<file path="src/rtl/core/sorted_event_priority_queue_defines.svh">
// ----------------------------------------------------------------------------
// sorted event priority queue: assertion macros
// Shared check macros, clocked on clock and disabled while reset is high.
// ----------------------------------------------------------------------------
`ifndef SORTED_EVENT_PRIORITY_QUEUE_DEFINES_SVH
`define SORTED_EVENT_PRIORITY_QUEUE_DEFINES_SVH

`ifndef NO_ASSERTIONS
// property that must hold at every edge
`define SEPQ_ASSERT(label, prop) \
   label: assert property (@(posedge clock) disable iff (reset) (prop)) \
      else $error("sepq check failed");
// condition followed in the next cycle by a consequence
`define SEPQ_ASSERT_NEXT(label, ante, cons) \
   label: assert property (@(posedge clock) disable iff (reset) (ante) |=> (cons)) \
      else $error("sepq check failed");
`else
`define SEPQ_ASSERT(label, prop)
`define SEPQ_ASSERT_NEXT(label, ante, cons)
`endif

`endif

</file>
<file path="src/rtl/core/sepq_pkg.sv">
// ----------------------------------------------------------------------------
// sepq_pkg
// Types, codes and the ranking function shared by the queue cells and top.
// ----------------------------------------------------------------------------
package sepq_pkg;

   localparam int DEPTH_DEFAULT = 16;
   localparam int PRIO_W        = 16;
   localparam int DUE_W         = 32;
   localparam int COUNT_W       = 5;

   typedef enum logic {
      OP_INSERT = 1'b0,
      OP_REMOVE = 1'b1
   } op_type;

   typedef enum logic [1:0] {
      STATUS_DONE     = 2'd0,
      STATUS_FULL     = 2'd1,
      STATUS_NO_MATCH = 2'd2
   } status_type;

   // what a cell shows its neighbors
   typedef struct packed {
      logic                     valid;
      logic                     ins_take;
      logic signed [PRIO_W-1:0] prio;
      logic [DUE_W-1:0]         due;
   } link_type;

   // request broadcast to every cell
   typedef struct packed {
      logic                     insert;
      logic                     remove;
      logic signed [PRIO_W-1:0] prio;
      logic [DUE_W-1:0]         due;
   } cmd_type;

   // true when event a ranks strictly ahead of event b
   function automatic logic ranks_ahead(
      input logic signed [PRIO_W-1:0] a_prio,
      input logic [DUE_W-1:0]         a_due,
      input logic signed [PRIO_W-1:0] b_prio,
      input logic [DUE_W-1:0]         b_due
   );
      logic result;
      if (a_prio != b_prio) begin
         result = (a_prio > b_prio);
      end else begin
         result = (a_due < b_due);
      end
      return result;
   endfunction

endpackage

</file>
<file path="src/rtl/core/sepq_cell.sv">
// ----------------------------------------------------------------------------
// sepq_cell
// One slot of the sorted list: holds an event and shifts with its neighbors.
// ----------------------------------------------------------------------------
module sepq_cell (
   input  logic              clock,
   input  logic              reset,
   input  sepq_pkg::cmd_type  cmd,
   input  sepq_pkg::link_type prev_link,
   input  sepq_pkg::link_type next_link,
   output sepq_pkg::link_type own_link,
   output logic              match
);
   import sepq_pkg::*;

   logic                     valid_ff, valid_in;
   logic signed [PRIO_W-1:0] prio_ff, prio_in;
   logic [DUE_W-1:0]         due_ff, due_in;
   logic                     ins_take;
   logic                     rem_shift;

   // new event goes here or further up; an empty slot always takes
   assign ins_take  = !valid_ff || ranks_ahead(cmd.prio, cmd.due, prio_ff, due_ff);
   // slot lies at or after the first matching entry
   assign rem_shift = valid_ff && !ranks_ahead(prio_ff, due_ff, cmd.prio, cmd.due);
   assign match     = valid_ff && (prio_ff == cmd.prio) && (due_ff == cmd.due);

   assign own_link.valid    = valid_ff;
   assign own_link.ins_take = ins_take;
   assign own_link.prio     = prio_ff;
   assign own_link.due      = due_ff;

   always_comb begin
      valid_in = valid_ff;
      prio_in  = prio_ff;
      due_in   = due_ff;
      if (cmd.insert && ins_take) begin
         if (prev_link.ins_take) begin
            // make room: take the neighbor's entry
            valid_in = prev_link.valid;
            prio_in  = prev_link.prio;
            due_in   = prev_link.due;
         end else begin
            valid_in = 1'b1;
            prio_in  = cmd.prio;
            due_in   = cmd.due;
         end
      end else if (cmd.remove && rem_shift) begin
         valid_in = next_link.valid;
         prio_in  = next_link.prio;
         due_in   = next_link.due;
      end
   end

   always_ff @(posedge clock) begin
      if (reset) begin
         valid_ff <= 1'b0;
      end else begin
         valid_ff <= valid_in;
      end
      prio_ff <= prio_in;
      due_ff  <= due_in;
   end

endmodule

</file>
<file path="src/rtl/core/sorted_event_priority_queue.sv">
// ----------------------------------------------------------------------------
// sorted_event_priority_queue
// Bounded event list kept sorted by priority, then due time, in a cell chain.
// ----------------------------------------------------------------------------
// A request is accepted and its result is shown the next cycle;
// a new request is taken in the same cycle as the waiting result is taken, so
// the queue sustains one request per cycle when the result side is ready.
// Every cell compares the request against its own entry in parallel and the
// whole chain shifts by one slot in that same cycle; the cell compare
// (a 16-bit and a 32-bit magnitude compare) sets the cycle time, and the
// match OR across the chain grows with DEPTH. Head fields read zero when
// the list is empty. No clearing pass is needed after reset.
`include "sorted_event_priority_queue_defines.svh"

module sorted_event_priority_queue #(
   parameter int DEPTH = sepq_pkg::DEPTH_DEFAULT
) (
   input  logic        clock,
   input  logic        reset,
   input  logic        req_tvalid,
   output logic        req_tready,
   input  logic [47:0] req_tdata,   // priority_req [15:0], due_time [47:16]
   input  logic [0:0]  req_tuser,   // operation [0]
   output logic        rsp_tvalid,
   input  logic        rsp_tready,
   output logic [55:0] rsp_tdata,   // entry_count [4:0], head_valid [5],
                                    // head_priority [21:6], head_due [53:22]
   output logic [1:0]  rsp_tuser    // status [1:0]
);
   import sepq_pkg::*;

   localparam int CNT_W = $clog2(DEPTH + 1);

   link_type       links      [DEPTH];
   link_type       prev_links [DEPTH];
   link_type       next_links [DEPTH];
   logic [DEPTH-1:0] match_vec;
   logic [DEPTH-1:0] valid_vec;
   logic [DEPTH-1:0] valid_inc;
   cmd_type        cmd;
   op_type         op;
   logic           accept;
   logic           full;
   logic           found;
   logic           rsp_valid_ff, rsp_valid_in;
   status_type     status_ff, status_in;
   logic [CNT_W-1:0] cnt_ff, cnt_in;
   logic           head_valid;
   logic [PRIO_W-1:0] head_prio;
   logic [DUE_W-1:0]  head_due;

   assign op         = op_type'(req_tuser[0]);
   assign req_tready = !rsp_valid_ff || rsp_tready;
   assign accept     = req_tvalid && req_tready;
   assign full       = links[DEPTH-1].valid;
   assign found      = |match_vec;

   assign cmd.prio   = req_tdata[15:0];
   assign cmd.due    = req_tdata[47:16];
   assign cmd.insert = accept && (op == OP_INSERT) && !full;
   assign cmd.remove = accept && (op == OP_REMOVE) && found;

   always_comb begin
      for (int i = 0; i < DEPTH; i++) begin
         valid_vec[i] = links[i].valid;
         if (i == 0) begin
            prev_links[i] = '0;
         end else begin
            prev_links[i] = links[i-1];
         end
         if (i == DEPTH - 1) begin
            next_links[i] = '0;
         end else begin
            next_links[i] = links[i+1];
         end
      end
   end

   for (genvar g = 0; g < DEPTH; g++) begin : g_cell
      sepq_cell u_cell (
         .clock     (clock),
         .reset     (reset),
         .cmd       (cmd),
         .prev_link (prev_links[g]),
         .next_link (next_links[g]),
         .own_link  (links[g]),
         .match     (match_vec[g])
      );
   end

   always_comb begin
      rsp_valid_in = rsp_valid_ff && !rsp_tready;
      status_in    = status_ff;
      cnt_in       = cnt_ff;
      if (accept) begin
         rsp_valid_in = 1'b1;
         unique case (op)
            OP_INSERT: begin
               if (full) begin
                  status_in = STATUS_FULL;
               end else begin
                  status_in = STATUS_DONE;
                  cnt_in    = CNT_W'(cnt_ff + 1'b1);
               end
            end
            OP_REMOVE: begin
               if (found) begin
                  status_in = STATUS_DONE;
                  cnt_in    = CNT_W'(cnt_ff - 1'b1);
               end else begin
                  status_in = STATUS_NO_MATCH;
               end
            end
            default: begin
               status_in = STATUS_DONE;
            end
         endcase
      end
   end

   always_ff @(posedge clock) begin
      if (reset) begin
         rsp_valid_ff <= 1'b0;
         status_ff    <= STATUS_DONE;
         cnt_ff       <= '0;
      end else begin
         rsp_valid_ff <= rsp_valid_in;
         status_ff    <= status_in;
         cnt_ff       <= cnt_in;
      end
   end

   // the chain only moves on an accepted request, so the head is the result
   assign head_valid = links[0].valid;
   assign head_prio  = head_valid ? links[0].prio : '0;
   assign head_due   = head_valid ? links[0].due  : '0;

   assign rsp_tvalid = rsp_valid_ff;
   assign rsp_tuser  = status_ff;
   assign rsp_tdata  = {2'b00, head_due, head_prio, head_valid, COUNT_W'(cnt_ff)};

   assign valid_inc = valid_vec + {{(DEPTH-1){1'b0}}, 1'b1};

   `SEPQ_ASSERT(a_count_tracks_cells, cnt_ff == CNT_W'($countones(valid_vec)))
   `SEPQ_ASSERT(a_valid_prefix, (valid_inc & valid_vec) == '0)
   `SEPQ_ASSERT_NEXT(a_full_reported, accept && (op == OP_INSERT) && full, status_ff == STATUS_FULL)
   `SEPQ_ASSERT_NEXT(a_miss_holds_count, accept && (op == OP_REMOVE) && !found, $stable(cnt_ff))

endmodule

</file>
<file path="config.mk">
export PLATFORM = sky130hd
export DESIGN_NAME = sorted_event_priority_queue
export DESIGN_NICKNAME = d
export VERILOG_FILES = /design/src/rtl/core/sepq_pkg.sv /design/src/rtl/core/sepq_cell.sv /design/src/rtl/core/sorted_event_priority_queue.sv
export VERILOG_INCLUDE_DIRS = /design/src /design/src/rtl/core
export SDC_FILE = /design/constraint.sdc
export NUM_CORES = 2
export LEC_CHECK = 0
export ABC_AREA = 1
export ABC_CLOCK_PERIOD_IN_PS = 6200
export BUFFER_PORTS_ARGS = -buffer_cell sky130_fd_sc_hd__buf_2
export CORE_MARGIN = 1.5
export CORE_UTILIZATION = 40
export CTS_BUF_LIST = sky130_fd_sc_hd__clkbuf_2
export DETAILED_ROUTE_END_ITERATION = 10
export GPL_ROUTABILITY_DRIVEN = 0
export REMOVE_ABC_BUFFERS = 1
export SLEW_MARGIN = 20
export SYNTH_ARGS = -nofsm -noshare
export SYNTH_HDL_FRONTEND = slang
export SYNTH_SLANG_ARGS = --single-unit
export TNS_END_PERCENT = 50
</file>
<file path="constraint.sdc">
create_clock -name clock -period 6.2 [get_ports clock]
set_input_delay 1.24 -clock clock [delete_from_list [all_inputs] [get_ports clock]]
set_output_delay 1.24 -clock clock [all_outputs]
set_load 0.01 [all_outputs]
</file>
Word level (Yosys, flattened, before mapping)
Cells that the tools add are included.

Register bits: 792. Bits of input ports: 53. Output and inout port bits: 60.

Add/sub/neg operators: 2. $lt $le $gt $ge: 64. Equal/unequal tests: 66. Mux-type cells: 182. Bitwise logic cells: 1. Reductions and logical operators: 155.

Operators with widths (number): two-way mux 32 bit (48); < comparator 32 bit (32); two-way mux 16 bit (48); == test 32 bit (16); > comparator 16 bit (32); != test 16 bit (32); == test 16 bit (16); logical AND 1 bit (86); two-way mux 1 bit (81); zero test 1 bit (34); nonzero test 2 bit (16); logical OR 1 bit (17); OR reduction 16 bit (1); two-way mux 5 bit (2); one-hot mux 5 bit (2 select lines) (1); adder 5 x 1 -> 5 bit (second input constant) (1); subtractor 5 x 1 -> 5 bit (second input constant) (1); one-hot mux 2 bit (2 select lines) (1); AND reduction 3 bit (1); two-way mux 2 bit (1); != test 2 x 1 -> 1 bit (second input constant) (1); != test 2 bit (second input constant) (1); inverter 1 bit (1).

Depth between registers and ports, before layout
Depth after elaboration: 8. Depth in mapped cells: 22.

By module
A second synthesis with hierarchy kept.

Cell total of the unflattened synthesis: 8337. Area, all modules: 66590.1 sq um.

By module, submodules not included: sepq_cell (instances 16, cells each 510, area an instance 4102.7 sq um); sorted_event_priority_queue (instances 1, cells each 177, area an instance 947.2 sq um).

Worst setup path after synthesis
No wires, ideal clock.

Path type: input port to flip-flop. Start point: input port req_tdata[16]. End point: register g_cell[12].u_cell.due_ff[0] (enable). Data arrival time: 4.744 ns. Required time: 5.739 ns. Path slack: 0.995 ns. Stages on the path: 13. Path through: inv_1 > ha_1 > nand2_1 > nor2_1 > and2_1 > nand2_1 > nor2_1 > nand2_1 > nand2_1 > nor2_1 > nand2_1 > o21ai_0 > o21ai_1.

Cells in the longest elaborated chain, start to end: 6. Elaborated cells between the ends (all ways): 44.

Ends and longest elaborated chain: start, declared (RTL line sorted_event_priority_queue.sv:22) `input logic [47:0] req_tdata,`; < comparator 32 bit / == test 32 bit (equally long branches) (RTL line sepq_pkg.sv:50, sepq_cell.sv:26); two-way mux 1 bit / logical AND 1 bit (equally long branches) (RTL line sepq_pkg.sv:47, sepq_cell.sv:26); zero test 1 bit / OR reduction 16 bit (equally long branches) (RTL line sepq_cell.sv:25, sorted_event_priority_queue.sv:56); logical AND 1 bit, on equally long branches (RTL line sepq_cell.sv:25, sorted_event_priority_queue.sv:61); logical AND 1 bit (RTL line sepq_cell.sv:48) `end else if (cmd.remove && rem_shift) begin`; nonzero test 2 bit (no source line) *; end signal, assigned (RTL line sepq_cell.sv:62) `due_ff <= due_in;`; end, declared (RTL line sepq_cell.sv:18) `logic [DUE_W-1:0] due_ff, due_in;`.

Every way passes the cells marked *; elsewhere a longest branch is shown, timed or not. A chain may end at the register's enable or synchronous reset.

Worst setup path in the final report
Start point: input port req_tdata[16]. End point: register g_cell[4].u_cell.due_ff[24] (enable).

Cells in the longest elaborated chain, start to end: 6. Elaborated cells between the ends (all ways): 44.

Ends and longest elaborated chain (RTL line): < comparator 32 bit / == test 32 bit (equally long branches) (sepq_pkg.sv:50, sepq_cell.sv:26); two-way mux 1 bit / logical AND 1 bit (equally long branches) (sepq_pkg.sv:47, sepq_cell.sv:26); zero test 1 bit / OR reduction 16 bit (equally long branches) (sepq_cell.sv:25, sorted_event_priority_queue.sv:56); logical AND 1 bit, on equally long branches (sepq_cell.sv:25, sorted_event_priority_queue.sv:61); logical AND 1 bit (sepq_cell.sv:48); nonzero test 2 bit (no source line) *; end signal, assigned (sepq_cell.sv:62); end, declared (sepq_cell.sv:18).

Marked as above.

==> impl_metrics.csv <==
group,metric,value,unit
run_status,outcome,"finished, final reports clean",
global_route,grt_max_degree,133,
detailed_routing,dr.pass1.iters,6,
yosys,synthTopCellsByCount,"nand2_1 (1558), o21ai_0 (1159), inv_1 (1102)",
placement,portBuffers,110,
timing,slew_headroom,19.9,%
yosys,synth.distinct_cells,40,
yosys,synth.area.top_cells,"edfxtp_1 (38%), ha_1 (16%), nand2_1 (9.7%)",
global_route,grt_pass1_wl,276,mm
cts,cts-buffers-inserted,220,
worst_setup_path,arrival,5.95,ns
timing,rsz0062_at_grt,"false",
yosys,synthArstFlopShare,0,%
timing,max_freq,0.217,GHz
final_layout,area_growth,7.88,%
worst_setup_path,crit_type,"in2reg",
final_layout,final_cells,9913,
timing,max_slew.worst_pin.slew,1.20,ns
placement,dpl_cell_area,62800,sq um
yosys,synth_edf_count,768,
yosys,synth_top_area_share,38.3,%
die,core_area,150000,sq um
cts,cts.reportedPaths.clkPinSlew,0.11,ns
worst_setup_path,cp_max_fo,32,
global_route,grt_pass1_vias,49400,
detailed_routing,num_vias,52400,
detailed_routing,drt-initial-drc-count,4361,
final_layout,finalNetCount,8531,
yosys,yosysMostFrequentCell,"nand2_1",
yosys,avgSynthCellArea,7.90,sq um
timing,finClkSkew,0.148,ns
global_route,overflow,0,
final_layout,final_area,65000,sq um
yosys,synth_area,60300,sq um
die,rows,142,
hold_path,hp-class,"in2reg",
cts,post_cts_resized,0,
placement,dpl.hpwl,134,mm
timing,slew_violations,0,
cts,clk_latency,1.75,ns
run,cap_violations,0,
timing,setup_viol,0,
yosys,ys_seq_elements,792,
worst_setup_path,critical_path.max_stage_delay,0.57,ns
pwr,vdd_drop_max,0.160,mV
cts,tritoncts,"yes",
cts,clock_sinks,792,
detailed_routing,wl,177,mm
worst_setup_path,setup.worst_path.end_class,"flip-flop",
worst_setup_path,timing.critical_path.mode_cell,"nand2_1",
die,die_h,391,microns
worst_setup_path,path_cells,"dlygate4sd3_1, buf_2, inv_1, ha_1, nand2_1, nor2_1, nand4_1, nor2_1, nand2_1, nand2_1, nor2_1, nand2_1, nor2_1, nor2_4, nand2_1, nand2_2, buf_12",
global_route,track_usage,22.7,%
placement,dp.cells,9484,
worst_setup_path,cp-start-kind,"input pin",
yosys,synth_cells,7631,
yosys,yosys.area.top_type,"edfxtp_1",
detailed_routing,wl_per_cell,17.8,microns
yosys,yosys_warnings,0,
worst_setup_path,cp_slowest_cell,"dlygate4sd3_1",
cts,h-tree-depth,4,
final_layout,drive_above_1_share,8.57,%
detailed_routing,antenna_left,0,
cts,cts-root-buf,"clkbuf_2",
detailed_routing,vias_per_cell,5.29,
yosys,ys.flop_type,"edfxtp_1",
die,fp.dieArea,153000,sq um
worst_setup_path,crit_required,7.55,ns
cts,cts_buffer_depth,3,
pwr,power_density,199,nW/um^2
timing,period_share,74.3,%
detailed_routing,drc,0,
timing,fin_crit,4.61,ns
die,start_util,40.2,%
die,io_pins,113,
global_route,grt_antenna_before_repair,10,
timing,finalHoldViolCount,0,
yosys,ys_seq_area_share,39.1,%
pwr,leakagePower,30.5,nW
die,die_w,391,microns
-- final timing paths --
kind,slack [ns],startpoint,endpoint,cells past startpoint
hold / removal,0.24,req_tdata[12],g_cell[0].u_cell.prio_ff[12],4
hold reg to reg,0.48,rsp_tuser[1],rsp_tuser[1],2
setup reg to reg,2.05,g_cell[0].u_cell.due_ff[23],g_cell[4].u_cell.due_ff[24],17
setup / recovery,1.59,req_tdata[16],g_cell[4].u_cell.due_ff[24],17
-- cell usage in the layout, fill, tap and decap left out, types with 15 or more instances in the layout --
cell type,synthesis,final
nand2_1,1558,1545
o21ai_0,1159,1159
inv_1,1102,1101
a21oi_1,893,892
ha_1,771,771
edfxtp_1,768,768
clkbuf_2,3,343
nor2_1,336,336
nand3_1,214,214
buf_2,101,110
o211ai_1,95,95
buf_4,29,82
o21ai_1,69,68
nand4_1,56,56
nand2_2,38,44
clkinv_1,2,41
o21a_1,38,38
inv_2,15,23
dfxtp_1,24,23
nor2_2,22,22
buf_12,0,21
and2_1,19,19
nor3_1,17,17
dlygate4sd3_1,0,16
o21bai_1,15,15
-- cell type report --
type,count,area (sq um)
sequential,792,23500
inverter,1119,4200
clock inverter,57,312
antenna,13,32.5
fill,15100,84700
multi-input combinational,5344,31000
tap,2016,2520
clock buffer,343,1720
timing repair buffer,229,1750
-- critical path: cells and delay by family --
kind | cells | cell delay, ns
adder cells (fa/ha/maj) | 1 | 0.51
buffers and inverters | 4 | 1.74
AND/OR/NAND/NOR | 12 | 2.39
-- state kept, by name (all words and copies together), names as in the netlist --
name	cells
cnt_ff	5
g_cell.u_cell.due_ff	512
g_cell.u_cell.prio_ff	256
g_cell.u_cell.valid_ff	16
rsp_tuser	2
rsp_tvalid	1
-- stage by stage --
stage	setup slack, ns	util (%)	hold WS, ns	setup TNS, ns	power [mW]
2_1_floorplan	-1.72	-	0.478	-351.58	8.08
3_3_place_gp	0.728	41.9	0.455	0	8.90
3_5_place_dp	0.582	41.9	0.462	0	9.00
4_1_cts	1.40	43.4	0.00846	0	13.1
5_1_grt	1.61	43.4	0.0661	0	13.7
6_report	1.59	43.4	0.235	0	12.9
-- cells by family (layout without fill, tap and decap cells) --
logic type / Yosys count / after routing / share of synthesized area [%]
adders and majority gates: 772 / 772 / 16.0
DFF: 792 / 792 / 39.1
xor gates and xnor gates: 4 / 4 / 0.0581
other: 1 / 15 / 0.00622
buffers and inverters: 1496 / 1748 / 9.76
AOI/OAI and AO/OA: 2287 / 2287 / 19.7
and+or+nand+nor: 2279 / 2279 / 15.4
-- routing by layer --
layer / track usage, % / part of all wire, % / vias to the layer above
li1: - / - / 26200
met4: 6.55 / 2.2 / 10
met1: 32.0 / 47 / 24200
met3: 3.51 / 6.7 / 276
met2: 35.9 / 45 / 1657
met5: 0 / 0.037 / -
-- timing repair --
item	in CTS	in global routing
endpoints found under the hold margin	56	0
hold buffers	16	0
setup buffers	0	0
-- power by group --
part | internal, mW | switching, mW
Sequential | 6.24 | 0.118
Clock | 1.59 | 2.43
Combinational | 0.823 | 1.73
Total | 8.65 | 4.28
(Power assumes the default switching activity.)
